[src/rtl/trf_pkg.sv]
// ----------------------------------------------------------------------------
// trf_pkg: shared types and constants for the timed release FIFO
// Operation codes, request/result payload structs and register map.
// ----------------------------------------------------------------------------
package trf_pkg;

  typedef enum logic [1:0] {
    OP_TICK   = 2'd0,
    OP_INSERT = 2'd1,
    OP_FETCH  = 2'd2,
    OP_CLEAR  = 2'd3
  } opcode_t;

  // queue depth is tied to the occupancy field width below
  localparam int QUEUE_DEPTH = 16;

  localparam int DATA_W  = 64;
  localparam int TIME_W  = 64;
  localparam int DELAY_W = 32;
  localparam int OCC_W   = 5;

  // APB map: one 32-bit register at byte address 0
  localparam int PADDR_W = 3;
  localparam int PDATA_W = 32;
  localparam logic REG_DELAY_TICKS = 1'b0;

  typedef struct packed {
    opcode_t             opcode;
    logic [DATA_W-1:0]   data_in;
  } cmd_t;

  typedef struct packed {
    logic                fetched;
    logic [DATA_W-1:0]   data_out;
    logic [OCC_W-1:0]    occupancy;
    logic                overflow;
  } res_t;

endpackage

[src/rtl/timed_release_fifo.sv]
// ----------------------------------------------------------------------------
// timed_release_fifo: FIFO whose entries release after a configured delay
// Top level: request register, queue execute, result register, APB register.
// ----------------------------------------------------------------------------
// Usage:
//   cmd channel (cmd_valid/cmd_stall/cmd) carries one request per operation:
//   tick, insert, fetch or clear. Every request yields exactly one result on
//   the res channel (res_valid/res_stall/res) with fetch outcome, data,
//   occupancy and overflow flag.
//   Throughput: one request per cycle while res_stall is low; each operation
//   is a pointer or time counter update, one 65-bit add and compare against
//   the time counter, and one write or registered read of the entry memories.
//   When the receiver holds res_stall, the result register holds and the
//   request register fills; cmd_stall rises once both are occupied.
//   delay_ticks sits at APB byte address 0; write it only while idle.
//   Reset (rst, synchronous) empties the queue, zeroes the time counter and
//   delay_ticks, and drops any request or result in flight. No clearing pass
//   is needed; unwritten entries are never released.
// ----------------------------------------------------------------------------
module timed_release_fifo (
  input  logic                          clk,
  input  logic                          rst,
  input  logic                          cmd_valid,
  output logic                          cmd_stall,
  input  trf_pkg::cmd_t                 cmd,
  output logic                          res_valid,
  input  logic                          res_stall,
  output trf_pkg::res_t                 res,
  input  logic                          psel,
  input  logic                          penable,
  input  logic                          pwrite,
  input  logic [trf_pkg::PADDR_W-1:0]   paddr,
  input  logic [trf_pkg::PDATA_W-1:0]   pwdata,
  output logic [trf_pkg::PDATA_W-1:0]   prdata,
  output logic                          pready
);

  trf_pkg::cmd_t                 cmd_q;
  logic                          cmd_q_valid;
  trf_pkg::res_t                 res_next;
  logic                          exec;
  logic                          cmd_take;
  logic [trf_pkg::DELAY_W-1:0]   delay_ticks;

  // execute when the result register is free or drains this cycle
  assign exec      = cmd_q_valid && (!res_valid || !res_stall);
  assign cmd_stall = cmd_q_valid && !exec;
  assign cmd_take  = cmd_valid && !cmd_stall;

  always_ff @(posedge clk) begin
    if (rst) begin
      cmd_q_valid <= 1'b0;
    end else if (cmd_take) begin
      cmd_q_valid <= 1'b1;
    end else if (exec) begin
      cmd_q_valid <= 1'b0;
    end
  end

  always_ff @(posedge clk) begin
    if (cmd_take) begin
      cmd_q <= cmd;
    end
  end

  always_ff @(posedge clk) begin
    if (rst) begin
      res_valid <= 1'b0;
    end else if (exec) begin
      res_valid <= 1'b1;
    end else if (!res_stall) begin
      res_valid <= 1'b0;
    end
  end

  always_ff @(posedge clk) begin
    if (exec) begin
      res <= res_next;
    end
  end

  trf_apb_regs u_regs (
    .clk         (clk),
    .rst         (rst),
    .psel        (psel),
    .penable     (penable),
    .pwrite      (pwrite),
    .paddr       (paddr),
    .pwdata      (pwdata),
    .prdata      (prdata),
    .pready      (pready),
    .delay_ticks (delay_ticks)
  );

  trf_queue u_queue (
    .clk         (clk),
    .rst         (rst),
    .exec        (exec),
    .cmd         (cmd_q),
    .delay_ticks (delay_ticks),
    .res         (res_next)
  );

endmodule

[src/rtl/trf_apb_regs.sv]
// ----------------------------------------------------------------------------
// trf_apb_regs: APB configuration register
// Holds delay_ticks; zero-wait-state writes and reads.
// ----------------------------------------------------------------------------
module trf_apb_regs (
  input  logic                          clk,
  input  logic                          rst,
  input  logic                          psel,
  input  logic                          penable,
  input  logic                          pwrite,
  input  logic [trf_pkg::PADDR_W-1:0]   paddr,
  input  logic [trf_pkg::PDATA_W-1:0]   pwdata,
  output logic [trf_pkg::PDATA_W-1:0]   prdata,
  output logic                          pready,
  output logic [trf_pkg::DELAY_W-1:0]   delay_ticks
);

  logic wr_en;
  logic sel_delay;

  // register index is the word address
  assign sel_delay = (paddr[2] == trf_pkg::REG_DELAY_TICKS);
  assign wr_en     = psel && penable && pwrite;
  assign pready    = 1'b1;

  always_ff @(posedge clk) begin
    if (rst) begin
      delay_ticks <= '0;
    end else if (wr_en && sel_delay) begin
      delay_ticks <= pwdata;
    end
  end

  always_comb begin
    prdata = '0;
    if (sel_delay) begin
      prdata = delay_ticks;
    end
  end

endmodule

[src/rtl/trf_queue.sv]
// ----------------------------------------------------------------------------
// trf_queue: stamped FIFO storage and operation execute
// Time counter, pointers, entry memories and the release test.
// ----------------------------------------------------------------------------
module trf_queue (
  input  logic                          clk,
  input  logic                          rst,
  input  logic                          exec,
  input  trf_pkg::cmd_t                 cmd,
  input  logic [trf_pkg::DELAY_W-1:0]   delay_ticks,
  output trf_pkg::res_t                 res
);

  localparam int AW = (trf_pkg::QUEUE_DEPTH > 1) ? $clog2(trf_pkg::QUEUE_DEPTH) : 1;
  localparam int CW = $clog2(trf_pkg::QUEUE_DEPTH + 1);
  localparam logic [AW-1:0] LAST_SLOT = AW'(trf_pkg::QUEUE_DEPTH - 1);
  localparam logic [CW-1:0] FULL_CNT  = CW'(trf_pkg::QUEUE_DEPTH);

  logic [trf_pkg::TIME_W-1:0] now_count, now_count_next;
  logic [AW-1:0]              head_ptr, head_ptr_next;
  logic [AW-1:0]              tail_ptr, tail_ptr_next;
  logic [CW-1:0]              entry_count, entry_count_next;

  logic [trf_pkg::TIME_W-1:0] stamp_store [trf_pkg::QUEUE_DEPTH];
  logic [trf_pkg::DATA_W-1:0] value_store [trf_pkg::QUEUE_DEPTH];

  // registered copy of the entry at head_ptr
  logic [trf_pkg::TIME_W-1:0] head_stamp;
  logic [trf_pkg::DATA_W-1:0] head_value;

  logic                       full, empty, head_ready;
  logic                       do_insert, do_fetch, ovf;
  logic [trf_pkg::TIME_W:0]   release_sum;

  assign full  = (entry_count == FULL_CNT);
  assign empty = (entry_count == '0);

  // 65-bit sum: a carry out means the entry never releases
  assign release_sum = {1'b0, head_stamp} + {{(trf_pkg::TIME_W-trf_pkg::DELAY_W+1){1'b0}},
                                             delay_ticks};
  assign head_ready  = (release_sum <= {1'b0, now_count});

  assign do_insert = exec && (cmd.opcode == trf_pkg::OP_INSERT) && !full;
  assign do_fetch  = exec && (cmd.opcode == trf_pkg::OP_FETCH) && !empty && head_ready;
  assign ovf       = exec && (cmd.opcode == trf_pkg::OP_INSERT) && full;

  always_comb begin
    now_count_next   = now_count;
    head_ptr_next    = head_ptr;
    tail_ptr_next    = tail_ptr;
    entry_count_next = entry_count;
    if (exec) begin
      case (cmd.opcode)
        trf_pkg::OP_TICK: begin
          now_count_next = now_count + 1'b1;
        end
        trf_pkg::OP_INSERT: begin
          if (do_insert) begin
            tail_ptr_next    = (tail_ptr == LAST_SLOT) ? '0 : tail_ptr + 1'b1;
            entry_count_next = entry_count + 1'b1;
          end
        end
        trf_pkg::OP_FETCH: begin
          if (do_fetch) begin
            head_ptr_next    = (head_ptr == LAST_SLOT) ? '0 : head_ptr + 1'b1;
            entry_count_next = entry_count - 1'b1;
          end
        end
        trf_pkg::OP_CLEAR: begin
          head_ptr_next    = '0;
          tail_ptr_next    = '0;
          entry_count_next = '0;
        end
        default: begin
          now_count_next = now_count;
        end
      endcase
    end
  end

  always_ff @(posedge clk) begin
    if (rst) begin
      now_count   <= '0;
      head_ptr    <= '0;
      tail_ptr    <= '0;
      entry_count <= '0;
    end else begin
      now_count   <= now_count_next;
      head_ptr    <= head_ptr_next;
      tail_ptr    <= tail_ptr_next;
      entry_count <= entry_count_next;
    end
  end

  always_ff @(posedge clk) begin
    if (do_insert) begin
      stamp_store[tail_ptr] <= now_count;
      value_store[tail_ptr] <= cmd.data_in;
    end
  end

  // head prefetch: read the next head every cycle, bypass a write to that slot
  always_ff @(posedge clk) begin
    if (do_insert && (tail_ptr == head_ptr_next)) begin
      head_stamp <= now_count;
      head_value <= cmd.data_in;
    end else begin
      head_stamp <= stamp_store[head_ptr_next];
      head_value <= value_store[head_ptr_next];
    end
  end

  always_comb begin
    res.fetched   = do_fetch;
    res.data_out  = do_fetch ? head_value : '0;
    res.occupancy = trf_pkg::OCC_W'(entry_count_next);
    res.overflow  = ovf;
  end

  a_count_bound: assert property (@(posedge clk) disable iff (rst)
    entry_count <= FULL_CNT)
    else $error("entry count above depth");

  a_ptrs_meet: assert property (@(posedge clk) disable iff (rst)
    (entry_count == '0 || entry_count == FULL_CNT) |-> head_ptr == tail_ptr)
    else $error("pointers disagree with entry count");

  a_clear: assert property (@(posedge clk) disable iff (rst)
    (exec && cmd.opcode == trf_pkg::OP_CLEAR) |=>
      (entry_count == '0 && head_ptr == '0 && tail_ptr == '0))
    else $error("clear did not empty the queue");

  a_tick: assert property (@(posedge clk) disable iff (rst)
    (exec && cmd.opcode == trf_pkg::OP_TICK) |=> now_count == $past(now_count) + 1'b1)
    else $error("tick did not advance time");

  a_fetch_ready: assert property (@(posedge clk) disable iff (rst)
    do_fetch |-> (!release_sum[trf_pkg::TIME_W] && !empty))
    else $error("fetch released an entry that was not due");

endmodule
[config.mk]
export PLATFORM = sky130hd
export DESIGN_NAME = timed_release_fifo
export DESIGN_NICKNAME = d
export VERILOG_FILES = /design/src/rtl/trf_pkg.sv /design/src/rtl/timed_release_fifo.sv /design/src/rtl/trf_apb_regs.sv /design/src/rtl/trf_queue.sv
export SDC_FILE = /design/constraint.sdc
export NUM_CORES = 2
export LEC_CHECK = 0
export ABC_AREA = 1
export BUFFER_PORTS_ARGS = -buffer_cell sky130_fd_sc_hd__buf_2
export CORE_MARGIN = 5
export CORE_UTILIZATION = 45
export CTS_CLUSTER_DIAMETER = 60
export CTS_CLUSTER_SIZE = 10
export DETAILED_ROUTE_END_ITERATION = 6
export GPL_TIMING_DRIVEN = 0
export PLACE_DENSITY_LB_ADDON = 0.12
export SETUP_SLACK_MARGIN = 0.1
export SYNTH_ARGS = -nofsm -noshare
export SYNTH_HDL_FRONTEND = slang
export SYNTH_SLANG_ARGS = --single-unit
[constraint.sdc]
create_clock -name clk -period 11.7 [get_ports clk]
set_input_delay 0.585 -clock clk [delete_from_list [all_inputs] [get_ports clk]]
set_output_delay 0.585 -clock clk [all_outputs]
set_load 0.01 [all_outputs]
# Yosys cells after proc, flatten, opt, wreduce, memory -nomap -nowiden
# Memory sizes are Yosys's and may differ from the RTL's. A register that Yosys moved wholly into a read port is not among the register bits.
# Cells that the tools add are included.
# op_classes
add_sub_neg	6
n_lt_le_gt_ge	1
n_eq_ne	8
n_mux	18
bitwise_logic	1
n_reduce_logical	25
# op_table
cell	n
adder 64 x 32 -> 65 bit	1
less-or-equal comparator 65 x 64 -> 1 bit	1
adder 64 x 1 -> 64 bit, second input constant	1
2-to-1 mux 32 bit	1
2-to-1 mux 4 bit	5
one-hot mux 4 bit (2 select lines)	2
2-to-1 mux 5 bit	3
one-hot mux 5 bit (3 select lines)	1
logical AND 1 bit	12
adder 4 x 1 -> 4 bit, second input constant	2
equality test 4 bit, second input constant	2
logical NOT 1 bit	6
2-to-1 mux 1 bit	6
adder 5 x 1 -> 5 bit, second input constant	1
equality test 5 bit, second input constant	1
logical NOT 5 bit	1
subtractor 5 x 1 -> 5 bit, second input constant	1
equality test 2 bit, second input constant	2
inequality test 2 x 1 -> 1 bit, second input constant	2
nonzero test 2 bit	2
AND reduction 3 bit	1
equality test 2 x 1 -> 1 bit, second input constant	1
logical NOT 2 bit	1
AND reduction 2 bit	1
other kinds (2)	2
# word_totals
ff_bits	248
ramBits	2048
input_bits	108
output_inout_bits	106
word_cells	74
mem_count	2
# memory_table
memory	depth	word_bits	rd	rd_clocked_by_memory_dff	write_ports	line	text
u_queue.stamp_store	16	64	1	1	1	trf_queue.sv:24	logic [trf_pkg::TIME_W-1:0] stamp_store [trf_pkg::QUEUE_DEPTH];
u_queue.value_store	16	64	1	1	1	trf_queue.sv:25	logic [trf_pkg::DATA_W-1:0] value_store [trf_pkg::QUEUE_DEPTH];

# Depth between registers and ports, before layout
# depth
word_depth	9
ltp_mapped	60
depth_no_buf	52

# Modules after synthesis
# From an unflattened synthesis, not the netlist that was laid out.
# hier_totals
cells_unflattened	7307
area_unflattened_um2	93458.4
# modules_own_cells
module	instances	cells_each	area_each_um2
trf_queue	1	6876	87564.0
timed_release_fifo	1	149	4205.3
trf_apb_regs	1	282	1689.1

# Worst setup path before layout
# Ideal clock, no wire load.
# synth_path
kind	input port to flip-flop
startpoint	in res_stall
endpoint	mem u_queue.stamp_store[0][0] (netlist bit) (enable)
setup_ns	0.617
t_arrival_ns	7.945
required_time_ns	11.083
slack_ns	3.138
cell_stages	9
path_buffers	0
cell_sequence	nand2_1 > inv_1 > nor2_4 > inv_1 > nor2_1 > nand2_1 > inv_1 > nand2_1 > nor2_1
# synth_between
elab_chain_len	7
# synth_rtl
element	line	text
start, declared	timed_release_fifo.sv:27	input logic res_stall,
logical NOT 1 bit	n/a	
logical OR 1 bit	timed_release_fifo.sv:46	assign exec = cmd_q_valid && (!res_valid || !res_stall);
logical AND 1 bit	timed_release_fifo.sv:46	
net exec	timed_release_fifo.sv:41	logic exec;
logical AND 1 bit (2 in series)	trf_queue.sv:43	assign do_insert = exec && (cmd.opcode == trf_pkg::OP_INSERT) && !full;
2-to-1 mux 1 bit	trf_queue.sv:96	if (do_insert) begin
2-to-1 mux 1 bit (not written as such)	trf_queue.sv:97	stamp_store[tail_ptr] <= now_count;
end, declared	trf_queue.sv:24	
# The timed path passes the listed nets, and every way through them passes these cells.

==> metrics.md <==
| Metric | Value |
|---|---|
| CP max FO | 10 |
| Skew final | approximately 53 ps |
| Fin Setup TNS | 0 ps |
| Cell Area, Synth | approximately 0.093 mm2 |
| R2R setup slack | between 400 and 500 ps |
| First-iteration detailed-routing DRC count | roughly 9600 |
| Core Rows | 167 |
| Placed Cells | about 10000 |
| Antenna viol nets, final | 0 |
| # H-tree levels | 5 |
| Synth cell types | 60 |
| Post-layout nets | around 8100 |
| Yosys reg bits | 2300 |
| Most frequent CP cell | nand2_1 |
| # Post-CTS Setup Buffers | 0 |
| Critical Path Sink | res[11]$_SDFFCE_PP0P_ |
| Fin crit share | 96.48% |
| Status | finished, final reports clean |
| Met1 GRT Util | between 40% and 50% |
| Crit path time final | between 10000 and 15000 ps |
| Synth Flop Type | edfxtp_1 |
| Final slew viol count | 0 |
| Io pins | between 200 and 250 |
| DRC viols | 0 |
| Part of the power in registers | a little over half |
| Routability congestion estimate | between 0.8 and 0.9 |
| Syn nets | between 7000 and 8000 |
| Largest stage delay on the critical path | 960 ps |
| Normalized max-slew margin | slightly below 6% |
| Largest net degree at the start of global routing | 37 |
| Endpoints failing setup | 0 |
| Combinational share of power | under 10% |
| Met2 Usage GRT | between 40 and 50% |
| Initial core utilization | a little under half |
| Wire length of the first global-routing pass | around 460000 um |
| Met3 usage | under 10% |
| Final Non-Filler Cells | 10700 |
| Commonest cells after routing, fill and taps aside | edfxtp_1 (2185), nor2_1 (1239), o21ai_0 (1122), nand2_1 (467), clkbuf_1 (358) |
| DR WL/cell | 30.46 um |
| Vias in the first global route | roughly 62000 |
| WL final | roughly 330000 um |
| Worst Reg-to-Reg Cells | 40 |
| Antenna violations before repair | 18 |
| Int Power | between 0.01 and 0.015 W |
| Kind of critical path | reg2reg |
| PD cells | between 150 and 200 mW/mm2 |
| Commonest non-fill, non-tap cell in the layout | edfxtp_1 |
| CTS tree | yes |
| Clock sink total | 2300 |
| CP top delay family | buffers and inverters |
| Worst Setup End Kind | flop |
| Max-cap violations | 0 |
| Synth Warn # | 0 |
| Layout cell share with drive strength beyond 1 | 10.60% |
| Congestion Overflow GR | 0 |
| Final count of hold timing violations | 0 |
| Crit Reg-Reg Endpoint | res[11]$_SDFFCE_PP0P_ |
| CTS Buf Count | about 290 |
| Net Sw Frac | roughly a fifth |
| Startpoint Class | flop |
| VDD IR max | approximately 0.00017 V |
| Post-synthesis to final-layout area growth | 16.87% |
| GRT Max-Usage Layer | met2 |
| RSZ-0062 raised after global routing | false |
| Fmax | around 89 MHz |
| Worst hold path type | in2reg |
| CTS max path bufs | 4 |
| Sequential element share of the synthesized area | between 70 and 80% |
| Critical-path top delay cell | clkbuf_1 |
| Post-synth EDFFs | ~2200 |
| Port-buffer cells | roughly 210 |
| Clk_lat worst skew | around 930 ps |
| Avg Inst Size Synth | approximately 13 um2 |
| Syn Inst Count | slightly above 7000 |
| Post-DP HPWL | roughly 220000 um |
| Clock Power Share | ~45% |
| Vias | approximately 66000 |
| DR vias/cell | between 6 and 7 |
| Die area | 0.2160 mm2 |
| CP bufs+invs | 9 |
| Clk slew on worst S/H paths | ~60 ps |
| Worst EP arrival | roughly 12000 ps |
| 1st-pass router iterations | 7 |
| Core ar. | between 0.2 and 0.25 mm2 |
| WP depth | 40 |
| Worst Tran Pin Value | about 1400 ps |
| Gr usage total | between 20% and 30% |
| Data required, critical path | between 10000 and 15000 ps |
| Fillers | 17370 |
| Leak | between 30 and 40 nW |
| Switch Pwr | about 0.0034 W |
| CTS root buf | clkbuf_16 |
| Synth async-reset ratio | 0% |
| Chip Height | roughly 460 um |
| Die X | around 460 um |
synth_stat cells (7+ instances only):
master	count	area [um2]
nor2_1	1255	4711
o21a_1	7	52.55
a311oi_2	30	450.4
nand3_1	84	420.4
buf_2	69	345.3
o21ai_0	1124	5625
buf_4	27	202.7
o22ai_1	294	1839
a32o_1	10	100.1
dfxtp_1	115	2302
o221ai_1	211	1848
o211ai_1	55	412.9
a211oi_1	26	195.2
nor4_1	26	162.7
buf_6	14	157.7
a311oi_1	7	61.31
a21oi_1	198	991.0
xnor2_1	20	175.2
nand4_1	32	200.2
a31oi_1	13	81.33
ha_1	104	1301
a211oi_2	15	187.7
nand2_1	467	1753
xor2_1	69	604.3
buf_1	12	45.04
nor3_1	70	350.3
edfxtp_1	2185	65610
clkbuf_1	329	1235
inv_1	251	942.2
o21ai_1	26	130.1
worst min-delay path by stage:
| stage | start | end | slack [ps] | cells after the start |
|---|---|---|---|---|
| detailed placement | u_regs.delay_ticks[14]$_SDFFE_PP0P_ | u_regs.delay_ticks[14]$_SDFFE_PP0P_ | 480 | 2 |
| finish | rst | u_queue.tail_ptr[2]$_SDFFE_PP0P_ | 250 | 4 |
| global route | rst | u_queue.tail_ptr[2]$_SDFFE_PP0P_ | 250 | 4 |
| global placement | u_regs.delay_ticks[13]$_SDFFE_PP0P_ | u_regs.delay_ticks[13]$_SDFFE_PP0P_ | 490 | 2 |
| CTS | penable | u_regs.delay_ticks[5]$_SDFFE_PP0P_ | 200 | 6 |
| floorplan | u_regs.delay_ticks[10]$_SDFFE_PP0P_ | u_regs.delay_ticks[10]$_SDFFE_PP0P_ | 450 | 2 |
area by class of cell:
cell class                 count  area, um2  area share, %
sequential                  2300      67920          62.44
multi-input combinational   4202      22290          20.49
clock buffer                 329       7403          6.806
timing repair buffer         427       4524          4.160
tap                         2704       3383          3.110
buffer                       455       2048          1.883
inverter                     258      973.4         0.8949
clock inverter                17      211.5         0.1944
antenna                        8      20.02        0.01840
tightest hold or removal path, cell delays in order:
cell     delay [ps]
buf_2           100
inv_1           170
nand2_1         180
nor3_1           60
layer usage:
metal / part of all wire [%] / vias to the layer above
li1: - / 28200
met1: 41 / 32980
met2: 45 / 3985
met3: 11 / 615
met4: 3.2 / 6
met5: 0.0086 / -
sequential cells by signal, summed over array words and instances (netlist names), named ones only:
register / cells
u_queue.stamp_store: 1024
u_queue.value_store: 1024
res: 71
cmd_q: 66
u_queue.now_count: 64
u_regs.delay_ticks: 32
u_queue.entry_count: 5
u_queue.head_ptr: 4
u_queue.tail_ptr: 4
cmd_q_valid: 1
res_valid: 1
cells by family after synthesis:
| family | after synthesis | share of synthesized area, % |
|---|---|---|
| xor+xnor | 89 | 0.8375 |
| compound gates | 2044 | 13.13 |
| buf+inv | 713 | 3.220 |
| simple gates | 1958 | 8.362 |
| mux | 5 | 0.05378 |
| other cells | 1 | 0.004029 |
| flops | 2300 | 72.97 |
| fa+ha+maj | 105 | 1.420 |
metrics by stage:
stage	cell area [um2]	util, %	worst slack, ps	total power (W)	hold WS, ps
after global placement	97500	47.23	-6854	0.009478	486.9
after global routing	108800	52.68	102.1	0.01743	250.4
after detailed placement	100100	48.49	169.5	0.009484	483.9
final	108800	52.69	412.2	0.01699	254.8
after CTS	108700	52.66	101.6	0.01705	197.8
after floorplan	93070	-	3138	0.009344	449.0
power groups by stage:
stage	Combinational [W]	Sequential, W	Clock (W)
detailed placement	0.000245	0.00924	0
floorplan	0.000133	0.00921	0
global placement	0.000233	0.00925	0
global route	0.000300	0.00907	0.00805
CTS	0.000272	0.00907	0.00771
finish	0.000272	0.00907	0.00764
what timing repair did:
item,CTS,global route
endpoints found under the setup margin,0,68
gates resized for setup,0,32
hold buffers,100,0
endpoints found under the hold margin,100,0
Note: power is estimated with default switching activity, not from simulation.
